**src/hw/rtl/mnp_pkg.sv**
```systemverilog
`timescale 1ns / 1ps

package mnp_pkg;

    // command codes
    typedef enum logic [1:0] {
        CMD_NOTE_ON  = 2'd0,
        CMD_NOTE_OFF = 2'd1,
        CMD_FLUSH    = 2'd2,
        CMD_NONE     = 2'd3
    } cmd_t;

    // configuration register indexes
    localparam logic REG_FILE_TPQ     = 1'b0;
    localparam logic REG_INTERNAL_TPQ = 1'b1;

    localparam int TICK_W      = 48;
    localparam int KEY_W       = 11;
    localparam int NUM_KEYS    = 2048;
    localparam int MAX_RESULTS = 8;
    localparam int RUN_W       = 4;
    localparam logic [TICK_W-1:0] FLUSH_DURATION = 48'd240;
    localparam logic [6:0] VEL_MAX = 7'd127;
    localparam logic [3:0] CH_MAX  = 4'd15;

    typedef enum logic [2:0] {
        ST_CLEAR,
        ST_IDLE,
        ST_LOOKUP,
        ST_PUSH_WAIT,
        ST_POP_WAIT,
        ST_FLUSH_RD,
        ST_FLUSH_OUT
    } state_t;

    typedef enum logic [1:0] {
        RS_IDLE,
        RS_MUL,
        RS_DIV,
        RS_ROUND
    } rs_state_t;

endpackage

```
**src/hw/rtl/mnp_rescale.sv**
```systemverilog
`timescale 1ns / 1ps

// round(tick * mul / den): shift-add multiply then restoring divide, one bit per cycle
module mnp_rescale (
    input  logic                       aclk,
    input  logic                       aresetn,
    input  logic                       start,
    input  logic [31:0]                tick,
    input  logic [14:0]                den,
    input  logic [15:0]                mul,
    output logic                       busy,
    output logic [mnp_pkg::TICK_W-1:0] result
);

    mnp_pkg::rs_state_t state_reg, state_next;
    logic [5:0]                 cnt_reg, cnt_next;
    logic [mnp_pkg::TICK_W-1:0] acc_reg, acc_next;
    logic [mnp_pkg::TICK_W-1:0] mcand_reg, mcand_next;
    logic [15:0]                mplier_reg, mplier_next;
    logic [15:0]                rem_reg, rem_next;
    logic [14:0]                den_reg, den_next;
    logic [mnp_pkg::TICK_W-1:0] result_reg, result_next;
    logic [16:0]                rem2;
    logic                       ge;

    always_ff @(posedge aclk) begin
        if (!aresetn) begin
            state_reg <= mnp_pkg::RS_IDLE;
            cnt_reg   <= '0;
        end else begin
            state_reg <= state_next;
            cnt_reg   <= cnt_next;
        end
        acc_reg    <= acc_next;
        mcand_reg  <= mcand_next;
        mplier_reg <= mplier_next;
        rem_reg    <= rem_next;
        den_reg    <= den_next;
        result_reg <= result_next;
    end

    assign rem2 = {rem_reg, acc_reg[mnp_pkg::TICK_W-1]};
    assign ge   = rem2 >= {2'b00, den_reg};

    always_comb begin
        state_next  = state_reg;
        cnt_next    = cnt_reg;
        acc_next    = acc_reg;
        mcand_next  = mcand_reg;
        mplier_next = mplier_reg;
        rem_next    = rem_reg;
        den_next    = den_reg;
        result_next = result_reg;
        unique case (state_reg)
            mnp_pkg::RS_IDLE: begin
                if (start) begin
                    acc_next    = '0;
                    mcand_next  = {16'd0, tick};
                    mplier_next = (mul == 16'd0) ? 16'd1 : mul;
                    den_next    = den;
                    cnt_next    = 6'd15;
                    state_next  = mnp_pkg::RS_MUL;
                end
            end
            mnp_pkg::RS_MUL: begin
                if (mplier_reg[0]) begin
                    acc_next = acc_reg + mcand_reg;
                end
                mcand_next  = {mcand_reg[mnp_pkg::TICK_W-2:0], 1'b0};
                mplier_next = {1'b0, mplier_reg[15:1]};
                if (cnt_reg == 6'd0) begin
                    cnt_next   = 6'(mnp_pkg::TICK_W - 1);
                    rem_next   = '0;
                    state_next = mnp_pkg::RS_DIV;
                end else begin
                    cnt_next = cnt_reg - 6'd1;
                end
            end
            mnp_pkg::RS_DIV: begin
                rem_next = ge ? 16'(rem2 - {2'b00, den_reg}) : rem2[15:0];
                acc_next = {acc_reg[mnp_pkg::TICK_W-2:0], ge};
                if (cnt_reg == 6'd0) begin
                    state_next = mnp_pkg::RS_ROUND;
                end else begin
                    cnt_next = cnt_reg - 6'd1;
                end
            end
            mnp_pkg::RS_ROUND: begin
                if (den_reg == 15'd0) begin
                    result_next = '0;
                end else if ({rem_reg, 1'b0} >= {2'b00, den_reg}) begin
                    result_next = acc_reg + 48'd1;
                end else begin
                    result_next = acc_reg;
                end
                state_next = mnp_pkg::RS_IDLE;
            end
            default: state_next = mnp_pkg::RS_IDLE;
        endcase
    end

    assign busy   = state_reg != mnp_pkg::RS_IDLE;
    assign result = result_reg;

endmodule

```
**config.mk**
```make
export PLATFORM = sky130hd
export DESIGN_NAME = mnp_rescale
export DESIGN_NICKNAME = d
export VERILOG_FILES = /design/src/hw/rtl/mnp_pkg.sv /design/src/hw/rtl/mnp_rescale.sv
export SDC_FILE = /design/constraint.sdc
export NUM_CORES = 1
export LEC_CHECK = 0
export BUFFER_PORTS_ARGS = -buffer_cell sky130_fd_sc_hd__buf_2
export CORE_ASPECT_RATIO = 2
export CORE_UTILIZATION = 44
export CTS_BUF_LIST = sky130_fd_sc_hd__clkbuf_16
export CTS_CLUSTER_SIZE = 30
export DETAILED_ROUTE_END_ITERATION = 12
export GPL_TIMING_DRIVEN = 1
export PLACE_DENSITY = 0.72
export SYNTH_ARGS = -nofsm -noshare
export SYNTH_HDL_FRONTEND = slang
export SYNTH_SLANG_ARGS = --single-unit
export TNS_END_PERCENT = 20
```
**constraint.sdc**
```tcl
create_clock -name aclk -period 5.35 [get_ports aclk]
set_input_delay 0.535 -clock aclk [delete_from_list [all_inputs] [get_ports aclk]]
set_output_delay 0.535 -clock aclk [all_outputs]
set_load 0.1 [all_outputs]
```
[Word level (Yosys, flattened, before mapping)]
Cells that the tools add are included.
Operators by class
  add/subtract/negate cells: 4
  $lt $le $gt $ge: 2
  equality and inequality tests: 8
  muxes and demuxes: 20
  reductions and logical operators: 14
Operators by type and width (count)
  $mux 48: 4
  $pmux 48 s3: 1
  $pmux 48 s2: 1
  $mux 16: 4
  $pmux 16 s2: 2
  $add 48x1->48 const B: 1
  $add 48x48->48: 1
  $ge 17x15->1: 2
  $mux 6: 3
  $pmux 6 s3: 1
  $logic_not 16->1: 1
  $sub 16x15->16: 1
  $logic_not 15->1: 1
  $ne 2x2->1 const B: 5
  $reduce_and 3->1: 3
  $pmux 2 s4: 1
  $logic_not 6->1: 1
  $mux 2: 3
  $reduce_and 2->1: 3
  $reduce_bool 2->1: 3
  $sub 6x1->6 const B: 1
  $eq 2x2->1 const B: 2
  $reduce_bool 3->1: 1
  $eq 2x1->1 const B: 1
  $logic_not 2->1: 1
Storage, ports and cells
  register bits: 199
  bits of input ports: 66
  output and inout port bits: 49
  word-level logic and storage cells: 56

[Logic depth before layout (Yosys ltp)]
Gate-level depths: netlist of run 1.
  word-level depth: 4
  gate-level depth with buffers: 12
  mapped depth without buffers: 12

[Least setup slack after synthesis of run 1]
No wires, ideal clock.
  path type: flip-flop to flip-flop
  start: register state_reg[0]
  end: register acc_reg[0] in the netlist's numbering, enable pin
  setup time: 0.470 ns
  arrival time: 4.098 ns
  data required time: 4.880 ns
  slack: 0.782 ns
  stages on the path, launching flop included: 7
  buffers on the path: 0
  period minus slack after synthesis: 4.568 ns
  cell sequence: dfxtp_1 inv_1 ha_1 inv_1 nor2_1 or2_2 a21oi_1
Between the ends
  longest elaborated chain between the ends: 3
  elaborated cells on any way between the ends: 7
  classes of those cells: eq/ne: 4; reduce/logical: 3
RTL lines
  start, declared: RTL line mnp_rescale.sv:15  | mnp_pkg::rs_state_t state_reg, state_next;
  start signal, assigned: RTL line mnp_rescale.sv:28  | state_reg <= mnp_pkg::RS_IDLE;
  start signal, assigned: RTL line mnp_rescale.sv:31  | state_reg <= state_next;
  $eq 2x1->1 (tied with other cells): RTL line mnp_rescale.sv:54  | unique case (state_reg)
  $ne 2x2->1 (no source line) or $reduce_bool 3->1 (tied branches)
  $reduce_and 3->1 (no source line) (*)
  end signal, assigned: RTL line mnp_rescale.sv:34  | acc_reg <= acc_next;
  end, declared: RTL line mnp_rescale.sv:17  | logic [mnp_pkg::TICK_W-1:0] acc_reg, acc_next;
Every way passes the cells marked *; elsewhere a longest branch is shown, timed or not.
A chain may end at the register's enable or synchronous reset.

[Worst setup path in the final report of run 1]
  start: register acc_reg[0] in the netlist's numbering
  end: register acc_reg[44] in the netlist's numbering (data pin)
Between the ends
  longest elaborated chain between the ends: 3
RTL lines
  $add 48x48->48: RTL line mnp_rescale.sv:67  | acc_next = acc_reg + mcand_reg;
  $mux 48: RTL line mnp_rescale.sv:66  | if (mplier_reg[0]) begin
  $pmux 48 s3: RTL line mnp_rescale.sv:54
  via acc_next (one bit): RTL line mnp_rescale.sv:17
The timed path passes the listed nets, and every way through them passes these cells. The select of a mux whose other input is x is not followed.

==> results.md, run 1 <==
- Starting utilization of the core area: 44.6%
- Synth cell count leaders: sky130_fd_sc_hd__edfxtp_1 (191), sky130_fd_sc_hd__nand2_1 (102), sky130_fd_sc_hd__nor2_1 (102)
- Startpoint types: flop
- Number of non-filler instances in the completed layout: 1,658
- Maximum ir drop on the vdd rail: 0.307 mV
- Number of buffers and inverters on the critical path: 0
- Synth area leader: sky130_fd_sc_hd__edfxtp_1
- Top area cells in the synthesized netlist: sky130_fd_sc_hd__edfxtp_1 (46%), sky130_fd_sc_hd__ha_1 (6.9%), sky130_fd_sc_hd__mux2_2 (3.4%)
- H-tree levels: 4
- Global-route wire length before repair: 51.9 mm
- Total clock buffers created by CTS: 17
- Critical Path Slowest Stage Cell: sky130_fd_sc_hd__edfxtp_1
- Kind of path behind the tightest hold check: primary input to flop
- Largest net degree at the start of global routing: 77
- Achievable frequency: 264 MHz
- Number of global-route vias before repair: 9,946
- Leak Pwr: 5.59 nW
- Power Dens Cells: 672 mW/mm^2
- Number of routed nets with antenna violations: 0
- Predominant post-synthesis flop cell: sky130_fd_sc_hd__edfxtp_1
- Net count reported at finish: 1,426
- RSZ-0062 raised after global routing: false
- Sum of overflow across all layers after global routing: 0
- Worst rel slew slack: 19.7%
- Post-synth EDFFs: 191
- Instance count of the mapped netlist: 1,203
- Run status: finished clean
- Number of placed cells counting well taps: 1,626
- First DRT Iteration DRCs: 742
- Worst skew pair latency: 470 ps
- Cell breakdown of the critical path: ha_1, fa_1, a21o_1, and4_1, o211ai_1, a31oi_1, o311ai_1, a21boi_0, o31ai_1, mux2i_1, nand3_1
- Area fraction of the dominant cell type after synthesis: 45.8%
- Layout overhead on the synthesized area: 12.1%
- Share of flip-flops with an asynchronous set or reset: 0%
- Hold Vio Cnt, Final: 0
- Vertical die dimension: 241 um
- Max-capacitance violation count: 0
- Weighted congestion reported at the end of routability-driven placement: 1.05
- Initial antenna violation count: 0
- Distinct cells, synth: 66
- Portion of the post-synthesis area used by sequential elements: 47.0%
- Vias after detailed routing: 9,744
- Category of cells accounting for the largest share of critical-path delay: compound AO/OA/AOI/OAI gates
- Post-CTS Repair Setup Buffers: 0
- Count of endpoints failing setup in the final report: 0
- Worst hold margin: 238 ps
- Accumulated negative setup slack: 0 ps
- Post-synthesis average cell area: 10.4 um^2
- Top-count cell post-synth: sky130_fd_sc_hd__edfxtp_1
- Die area: 0.0292 mm^2
- DP HPWL: 24.7 mm
- Count of inserted antenna diode cells: 0
- Path type of the worst setup path: flop to flop
- Design area: 0.0140 mm^2
- Horizontal die dimension: 121 um
- Tcrit/Tclk final: 70.9%
- Share of post-route cells with drive strength above 1: 16.8%
- CTS Buffer Depth: 2
- Number of flip-flops and latches in the synthesized netlist: 199
- YS warnings: 0
- Tightest Pin Transition: 1210 ps
- Max Clock Skew: 13.3 ps
- Standard-cell row count: 87
- Sink count of the clock tree: 199
- Count of boundary I/O pins: 115
- CTS tree: done
- Overall power of the completed layout: 9.44 mW
- DRT Wirelength: 32.8 mm
- Required time of the worst setup path: 5560 ps
- Clock Tree Root: sky130_fd_sc_hd__clkbuf_16
- Via density per instance: 5.88
- WP data arrival: 4000 ps
- Number of optimization iterations in the first detailed-route pass: 7
- Worst-path clk slew: 80 ps
- Global routing usage summed across all routing layers: 23.5%
- Core area: 0.0281 mm^2
- Port Buffers: 114
- Endpoint kind of the worst setup timing path: flop
- Post-Syn Nets: 1,340
- Number of slew-limit violations in the final report: 0
- Netlist Area Pre-Place: 0.0125 mm^2
- Critical Path Max Stage Delay: 500 ps
- Number of remaining DRC errors: 0
- Post-detailed-route wirelength per cell: 19.8 um
- # hold bufs at CTS: 0
- Post-DP Area: 0.0134 mm^2
- Final Critical Period: 3790 ps
- Total of cells resized after clock tree synthesis: 0
- Top fanout value on the critical path: 6
[power by group]
group / switching [mW] / internal (mW)
registers: 0.524 / 2.53
logic: 3.19 / 1.84
clock network: 0.676 / 0.679
[cell usage in the layout, fill, tap and decap left out, drive strengths merged, types with 7 or more instances in the layout]
master    n
a211oi    7
a21boi    8
a21o     49
a21oi    64
a22o      8
a22oi    22
a31oi     7
and2     24
and3     13
and4     10
buf     121
clkbuf   17
clkinv    8
dfxtp     8
edfxtp  191
ha       69
inv      51
mux2     38
mux2i    14
nand2   102
nand2b    7
nand3    30
nand4    24
nor2    102
nor2b    32
nor3     19
nor4     13
o21a      7
o21ai    66
o21bai   10
o31ai     7
or3       7
xnor2    46
xor2     48
[path summary, 6_finish.rpt]
check	from	to	slack, ps	cells past startpoint
worst max-delay path	acc_reg[0]	acc_reg[44]	1560	11
worst min register to register	cnt_reg[4]	cnt_reg[4]	540	2
worst min-delay path	den[8]	den_reg[8]	240	1
worst max register to register	acc_reg[0]	acc_reg[44]	1560	11
[layer usage]
metal / routed length (um) / share of wire (%) / vias up / global-route usage, %
met1: 11800 / 36 / 4699 / 24.3
met4: 1540 / 4.7 / 0 / 12.9
met3: 1360 / 4.2 / 93 / 3.54
met2: 18100 / 55 / 319 / 44.2
met5: 0 / 0 / - / 0
li1: - / - / 4633 / -
[logic make-up (layout without fill, tap and decap cells)]
kind of cell	Yosys count	after routing	share of synthesized area, %
compound gates	294	294	15.8
mux	52	52	4.53
xor+xnor	94	94	6.57
fa+ha+maj	71	71	7.21
buf+inv	99	198	3.07
simple gates	394	394	15.8
flops	199	199	47.0
[area by class of cell]
cell class / instances / area [um^2]
clock buffers: 17 / 425
clock inverters: 15 / 198
fillers: 2562 / 14000
inverters: 45 / 169
multi-input cells: 905 / 6290
flip-flops and latches: 199 / 5900
well taps: 356 / 445
repair buffers: 121 / 623
[worst reg2reg max path, delay by kind of cell, from the launching register on]
kind / cells / cell delay, ps
AO/OA/AOI/OAI: 6 / 1810
adder cells (fa/ha/maj): 2 / 690
flip-flops: 1 / 500
multiplexers: 1 / 230
AND/OR/NAND/NOR: 2 / 300
[per-stage QoR]
step	worst slack (ps)	util [%]
after CTS	1600	50.0
after global placement	1710	47.8
after detailed placement	1650	47.8
after global routing	1340	50.0
final	1560	50.0
after floorplan	782	-
(Power assumes the default switching activity.)
==> run 2, diff against run 1 <==
PLACE_DENSITY = 0.74   (was 0.72)
clock period = 3.35 ns   (was 5.35 ns; I/O delays follow)
==> run 2 against run 1 <==
Clock-buffer cell count is the same; critical path type unchanged; critical path depth shrank 1; largest cell class unchanged; global-route usage grew 0.49 points; routed wire length grew 3.1%; highest routed layer unchanged.
==> results.md, run 2 (synthesis results as in run 1) <==
- Global routing usage summed across all routing layers: 24.0% (was 23.5%)
- Tightest Pin Transition: 792 ps (was 1210 ps)
- Startpoint types: flop (unchanged)
- Initial antenna violation count: 0 (unchanged)
- Starting utilization of the core area: 44.6% (unchanged)
- Path type of the worst setup path: flop to flop (unchanged)
- Hold Vio Cnt, Final: 0 (unchanged)
- Sink count of the clock tree: 199 (unchanged)
- Largest net degree at the start of global routing: 65 (was 77)
- Number of cells on the worst reg-to-reg path: 10 (was 11)
- Global-route wire length before repair: 52.8 mm (was 51.9 mm)
- Post-DP Area: 0.0141 mm^2 (was 0.0134 mm^2)
- Count of inserted antenna diode cells: 0 (unchanged)
- DP HPWL: 26.0 mm (was 24.7 mm)
- Power Dens Cells: 1080 mW/mm^2 (was 672 mW/mm^2)
- Max-capacitance violation count: 0 (unchanged)
- CP startpoint: rem_reg[9] (was acc_reg[0])
- Endpoint kind of the worst setup timing path: flop (unchanged)
- Combinational share of power: 57.6% (was 53.3%)
- Switch Pwr: 7.32 mW (was 4.39 mW)
- Fraction of the core area covered by cells at the end of the flow: 52.8% (was 50.0%)
- Via density per instance: 5.75 (was 5.88)
- Post-detailed-route wirelength per cell: 19.3 um (was 19.8 um)
- Number of remaining DRC errors: 0 (unchanged)
- Reg-to-reg slack, setup: 90 ps (was 1560 ps)
- Count of endpoints failing setup in the final report: 0 (unchanged)
- Leak Pwr: 6.06 nW (was 5.59 nW)
- DRT Wirelength: 33.8 mm (was 32.8 mm)
- Net count reported at finish: 1,518 (was 1,426)
- Number of optimization iterations in the first detailed-route pass: 5 (was 7)
- Core area: 0.0281 mm^2 (unchanged)
- Horizontal die dimension: 121 um (unchanged)
- WP data arrival: 3450 ps (was 4000 ps)
- Port Buffers: 114 (unchanged)
- Sum of overflow across all layers after global routing: 0 (unchanged)
- Vertical die dimension: 241 um (unchanged)
- Final Critical Period: 3260 ps (was 3790 ps)
- Clock Tree Root: sky130_fd_sc_hd__clkbuf_16 (unchanged)
- Share of post-route cells with drive strength above 1: 23.0% (was 16.8%)
- Int Pwr: 8.74 mW (was 5.05 mW)
- Critical Path End: rem_reg[14] (was acc_reg[44])
- Layout overhead on the synthesized area: 18.4% (was 12.1%)
- Worst-path clk slew: 80 ps (about the same)
- Tcrit/Tclk final: 97.3% (was 70.9%)
- CTS tree: done (unchanged)
- Weighted congestion reported at the end of routability-driven placement: 0.938 (was 1.05)
- Achievable frequency: 307 MHz (was 264 MHz)
- Count of boundary I/O pins: 115 (unchanged)
- Required time of the worst setup path: 3540 ps (was 5560 ps)
- Reg2reg end: rem_reg[14] (was acc_reg[44])
- H-tree levels: 4 (unchanged)
- Run status: finished clean (unchanged)
- Part of the power in registers: 28.9% (was 32.3%)
- Start of the worst register-to-register path: rem_reg[9] (was acc_reg[0])
- CTS Buffer Depth: 2 (unchanged)
- Standard-cell row count: 87 (unchanged)
- Design area: 0.0148 mm^2 (was 0.0140 mm^2)
- Maximum ir drop on the vdd rail: 0.545 mV (was 0.307 mV)
- Number of slew-limit violations in the final report: 0 (unchanged)
- Highest-count cells in the layout ignoring fill and taps: sky130_fd_sc_hd__edfxtp_1 (191), sky130_fd_sc_hd__buf_2 (114), sky130_fd_sc_hd__nand2_1 (102), sky130_fd_sc_hd__nor2_1 (102), sky130_fd_sc_hd__buf_4 (96) (was sky130_fd_sc_hd__edfxtp_1 (191), sky130_fd_sc_hd__buf_2 (114), sky130_fd_sc_hd__nand2_1 (102), sky130_fd_sc_hd__nor2_1 (102), sky130_fd_sc_hd__ha_1 (67))
- Max Clock Skew: 14.1 ps (was 13.3 ps)
- Worst rel slew slack: 46.5% (was 19.7%)
- RSZ-0062 raised after global routing: true (was false)
- First DRT Iteration DRCs: 653 (was 742)
- Most common library cell in the layout ignoring fill and taps: sky130_fd_sc_hd__edfxtp_1 (unchanged)
- Top fanout value on the critical path: 21 (was 6)
- Number of routed nets with antenna violations: 0 (unchanged)
- Number of global-route vias before repair: 10,300 (was 9,946)
- Vias after detailed routing: 10,100 (was 9,744)
- Die area: 0.0292 mm^2 (unchanged)
- Sw Ratio: 45.6% (was 46.5%)
- Kind of path behind the tightest hold check: primary input to flop (unchanged)
- Clock power frac: 13.4% (was 14.4%)
- Total clock buffers created by CTS: 17 (unchanged)
- Worst skew pair latency: 470 ps (about the same)
[run 2: metal layers]
layer | up-vias | wire length [um] | part of all wire, % | global-route usage, %
met4 | 0 | 2280 | 6.7 | 17.2
met5 | - | 0 | 0 | 0
met1 | 4835 | 12100 | 36 | 23.5
met2 | 289 | 18300 | 54 | 44.3
met3 | 124 | 1180 | 3.5 | 4.32
li1 | 4810 | - | - | -
[run 2: power by group through the flow]
stage / Sequential, mW / Clock [mW] / Combinational [mW]
2_1_floorplan: 4.94 / 0 / 5.72
3_3_place_gp: 4.65 / 0 / 8.96
3_5_place_dp: 4.69 / 0 / 9.06
4_1_cts: 4.64 / 2.19 / 9.11
5_1_grt: 4.73 / 2.28 / 10.0
6_report: 4.64 / 2.16 / 9.26
[run 2: critical path, cell delays in order (launching register included)]
cell,delay [ps]
sky130_fd_sc_hd__edfxtp_1,410
sky130_fd_sc_hd__ha_1,380
sky130_fd_sc_hd__a21o_1,230
sky130_fd_sc_hd__a21oi_1,170
sky130_fd_sc_hd__o21bai_1,90
sky130_fd_sc_hd__a21o_1,220
sky130_fd_sc_hd__a2111oi_4,510
sky130_fd_sc_hd__o21ai_0,230
sky130_fd_sc_hd__a31o_2,450
sky130_fd_sc_hd__nand4_1,170
sky130_fd_sc_hd__o221ai_1,110
[run 2: final cells by class]
cell class                 count  area [um^2]
multi-input combinational    905         6350
clock buffer                  17          425
inverter                      45          169
tap                          356          445
clock inverter                15          209
timing repair buffer         213         1350
sequential                   199         5900
fill                        2549        13200
[run 2: repair_timing]
item                       in CTS  in global routing
setup endpoints to repair       4                 33
pin swaps                       3                  8
setup buffers                   1                  1
hold buffers                    0                  0
resized for setup               0                 21
cloned                          0                  0
[run 2: metrics by stage]
step	power (mW)	hold slack, ps	cells	setup TNS [ps]	setup WS [ps]
after CTS	15.9	18.6	1749	0	5.05
after detailed placement	13.8	514	1716	-209	-80.0
after global routing	17.1	21.2	1750	-466	-66.8
final	16.1	32.8	1750	0	91.1
after global placement	13.6	500	1716	-62.1	-43.7
after floorplan	10.7	434	1203	0	125
[run 2: worst min path at each step]
stage,from,to,slack [ps],cells after the start
5_1_grt,den[10],den_reg[10],20,1
2_1_floorplan,den[0],den_reg[0],430,0
3_3_place_gp,cnt_reg[4],cnt_reg[4],500,2
3_5_place_dp,den[0],den_reg[0],510,1
6_report,den[14],den_reg[14],30,1
4_1_cts,den[14],den_reg[14],20,1
==> run 3, diff against run 2 <==
CORE_ASPECT_RATIO = 0.8   (was 2)
==> run 3 against run 2 <==
Non-clock buffer count is 7 lower; critical path depth is 2 higher; sequential cell count stayed put; hold slack better by 23 ps; first-iteration DRC count is 49% higher.
==> results.md, run 3 (synthesis results as in run 1) <==
- Endpoint kind of the worst setup timing path: flop (unchanged)
- Cell breakdown of the critical path: ha_1, buf_4, nand4_1, nor4b_1, o21ai_1, nand4_1, a221oi_2, buf_4, o21ai_0, a41o_1, xnor2_1, o21ai_0 (was ha_1, a21o_1, a21oi_1, o21bai_1, a21o_1, a2111oi_4, o21ai_0, a31o_2, nand4_1, o221ai_1)
- Number of cells on the worst reg-to-reg path: 12 (was 10)
- WP data arrival: 3460 ps (was 3450 ps)
- Run status: finished clean (unchanged)
- Most common library cell in the layout ignoring fill and taps: sky130_fd_sc_hd__edfxtp_1 (unchanged)
- Hold path startpoint: den[1] (was den[14])
- Global-route wire length before repair: 51.9 mm (was 52.8 mm)
- Post-detailed-route wirelength per cell: 18.7 um (was 19.3 um)
- Vertical die dimension: 153 um (was 241 um)
- Required time of the worst setup path: 3550 ps (was 3540 ps)
- Achievable frequency: 307 MHz (about the same)
- Die area: 0.0292 mm^2 (about the same)
- Overall power of the completed layout: 16.0 mW (was 16.1 mW)
- Number of buffers and inverters on the critical path: 2 (was 0)
- Worst Hold Path EP: den_reg[1] (was den_reg[14])
- Maximum ir drop on the vdd rail: 0.470 mV (was 0.545 mV)
- Max-capacitance violation count: 0 (unchanged)
- Initial antenna violation count: 0 (unchanged)
- Number of global-route vias before repair: 9,450 (was 10,300)
- H-tree levels: 4 (unchanged)
- Sink count of the clock tree: 199 (unchanged)
- Fill cells: 2,443 (was 2,549)
- Critical Path Max Stage Delay: 510 ps (about the same)
- Worst rel slew slack: 22.3% (was 46.5%)
- Core area: 0.0276 mm^2 (was 0.0281 mm^2)
- First DRT Iteration DRCs: 976 (was 653)
- Largest net degree at the start of global routing: 49 (was 65)
- Count of endpoints failing setup in the final report: 0 (unchanged)
- Critical Path Slowest Stage Cell: sky130_fd_sc_hd__nor4b_1 (was sky130_fd_sc_hd__a2111oi_4)
- Top fanout value on the critical path: 5 (was 21)
- Number of optimization iterations in the first detailed-route pass: 5 (unchanged)
- Reg-to-reg slack, setup: 90 ps (about the same)
- Total clock buffers created by CTS: 17 (unchanged)
- Leak Pwr: 6.02 nW (was 6.06 nW)
- Global routing usage summed across all routing layers: 23.0% (was 24.0%)
- Total number of cells along the worst setup path: 12 (was 10)
- CTS tree: done (unchanged)
- Cell depth of the worst hold path: 1 (unchanged)
- Count of inserted antenna diode cells: 0 (unchanged)
- Via density per instance: 5.66 (was 5.75)
- Reg2reg end: acc_reg[47] (was rem_reg[14])
- Category of cells accounting for the largest share of critical-path delay: simple AND/OR/NAND/NOR gates (was compound AO/OA/AOI/OAI gates)
- Weighted congestion reported at the end of routability-driven placement: 0.906 (was 0.938)
- Accumulated negative setup slack: 0 ps (unchanged)
- Number of slew-limit violations in the final report: 0 (unchanged)
- Sum of overflow across all layers after global routing: 0 (unchanged)
- Hold Vio Cnt, Final: 0 (unchanged)
- RSZ-0062 raised after global routing: true (unchanged)
- Tcrit/Tclk final: 97.4% (was 97.3%)
- DRT Wirelength: 32.7 mm (was 33.8 mm)
- Number of remaining DRC errors: 0 (unchanged)
- Startpoint types: flop (unchanged)
- Layout overhead on the synthesized area: 17.7% (was 18.4%)
- Share of post-route cells with drive strength above 1: 22.4% (was 23.0%)
- Path type of the worst setup path: flop to flop (unchanged)
- Worst-path clk slew: 80 ps (about the same)
- Start of the worst register-to-register path: acc_reg[18] (was rem_reg[9])
- Tightest Pin Transition: 1160 ps (was 792 ps)
- Worst skew pair latency: 450 ps (was 470 ps)
- Horizontal die dimension: 191 um (was 121 um)
- Clock Tree Root: sky130_fd_sc_hd__clkbuf_16 (unchanged)
- CTS Buffer Depth: 2 (unchanged)
- Final Critical Period: 3260 ps (about the same)
- Count of boundary I/O pins: 115 (unchanged)
- Net count reported at finish: 1,511 (was 1,518)
- # hold bufs at CTS: 0 (unchanged)
- Max Clock Skew: 16.5 ps (was 14.1 ps)
- Vias after detailed routing: 9,908 (was 10,100)
- DP HPWL: 24.9 mm (was 26.0 mm)
- Highest-count cells in the layout ignoring fill and taps: sky130_fd_sc_hd__edfxtp_1 (191), sky130_fd_sc_hd__buf_2 (114), sky130_fd_sc_hd__nand2_1 (102), sky130_fd_sc_hd__nor2_1 (102), sky130_fd_sc_hd__buf_4 (91) (was sky130_fd_sc_hd__edfxtp_1 (191), sky130_fd_sc_hd__buf_2 (114), sky130_fd_sc_hd__nand2_1 (102), sky130_fd_sc_hd__nor2_1 (102), sky130_fd_sc_hd__buf_4 (96))
- Port Buffers: 114 (unchanged)
- Number of routed nets with antenna violations: 0 (unchanged)
- Kind of path behind the tightest hold check: primary input to flop (unchanged)
- Starting utilization of the core area: 45.4% (was 44.6%)
- Standard-cell row count: 54 (was 87)
- Power Dens Cells: 1080 mW/mm^2 (about the same)
run 3: how the worst max path moves through the flow:
| stage | start | endpoint | slack (ps) |
|---|---|---|---|
| after floorplan | state_reg[1] | mcand_reg[0] | 120 |
| after global placement | acc_reg[0] | acc_reg[44] | -50 |
| after detailed placement | acc_reg[0] | acc_reg[44] | -50 |
| after CTS | mcand_reg[2] | acc_reg[34] | 10 |
| after global routing | acc_reg[0] | acc_reg[44] | -40 |
| final | acc_reg[18] | acc_reg[47] | 90 |
run 3: report_power, final:
group          leakage (nW)  switching [mW]  internal (mW)
Clock                 0.310            1.04           1.21
Combinational          3.78            5.46           3.61
Sequential             1.93           0.669           4.02
run 3: what timing repair did:
action,in CTS,in global routing
resized for setup,1,14
buffers inserted,0,1
setup endpoints to repair,3,20
pin swaps,0,4
run 3: per-layer routing:
layer / track usage [%] / routed length (um)
met5: 0 / 0
met4: 5.26 / 313
met3: 4.73 / 2410
met2: 31.7 / 13300
met1: 36.1 / 16600
run 3: area by class of cell:
type / instances / area, um^2 / area share, %
Multi-Input combinational cell: 905 / 6330 / 42.9
Inverter: 45 / 169 / 1.14
Clock buffer: 17 / 425 / 2.88
Sequential cell: 199 / 5900 / 39.9
Timing Repair Buffer: 206 / 1270 / 8.63
Tap cell: 364 / 455 / 3.09
Clock inverter: 15 / 209 / 1.42
run 3: per-stage QoR:
stage	setup WS (ps)	cell area [um^2]	std cells	util, %	hold slack [ps]
after floorplan	125	12500	1203	-	434
after global placement	-50.8	14100	1718	50.9	505
after detailed placement	-54.9	14100	1718	50.9	514
after CTS	12.8	14700	1750	53.2	36.7
after global routing	-36.2	14800	1751	53.4	35.2
final	87.9	14800	1751	53.4	55.8
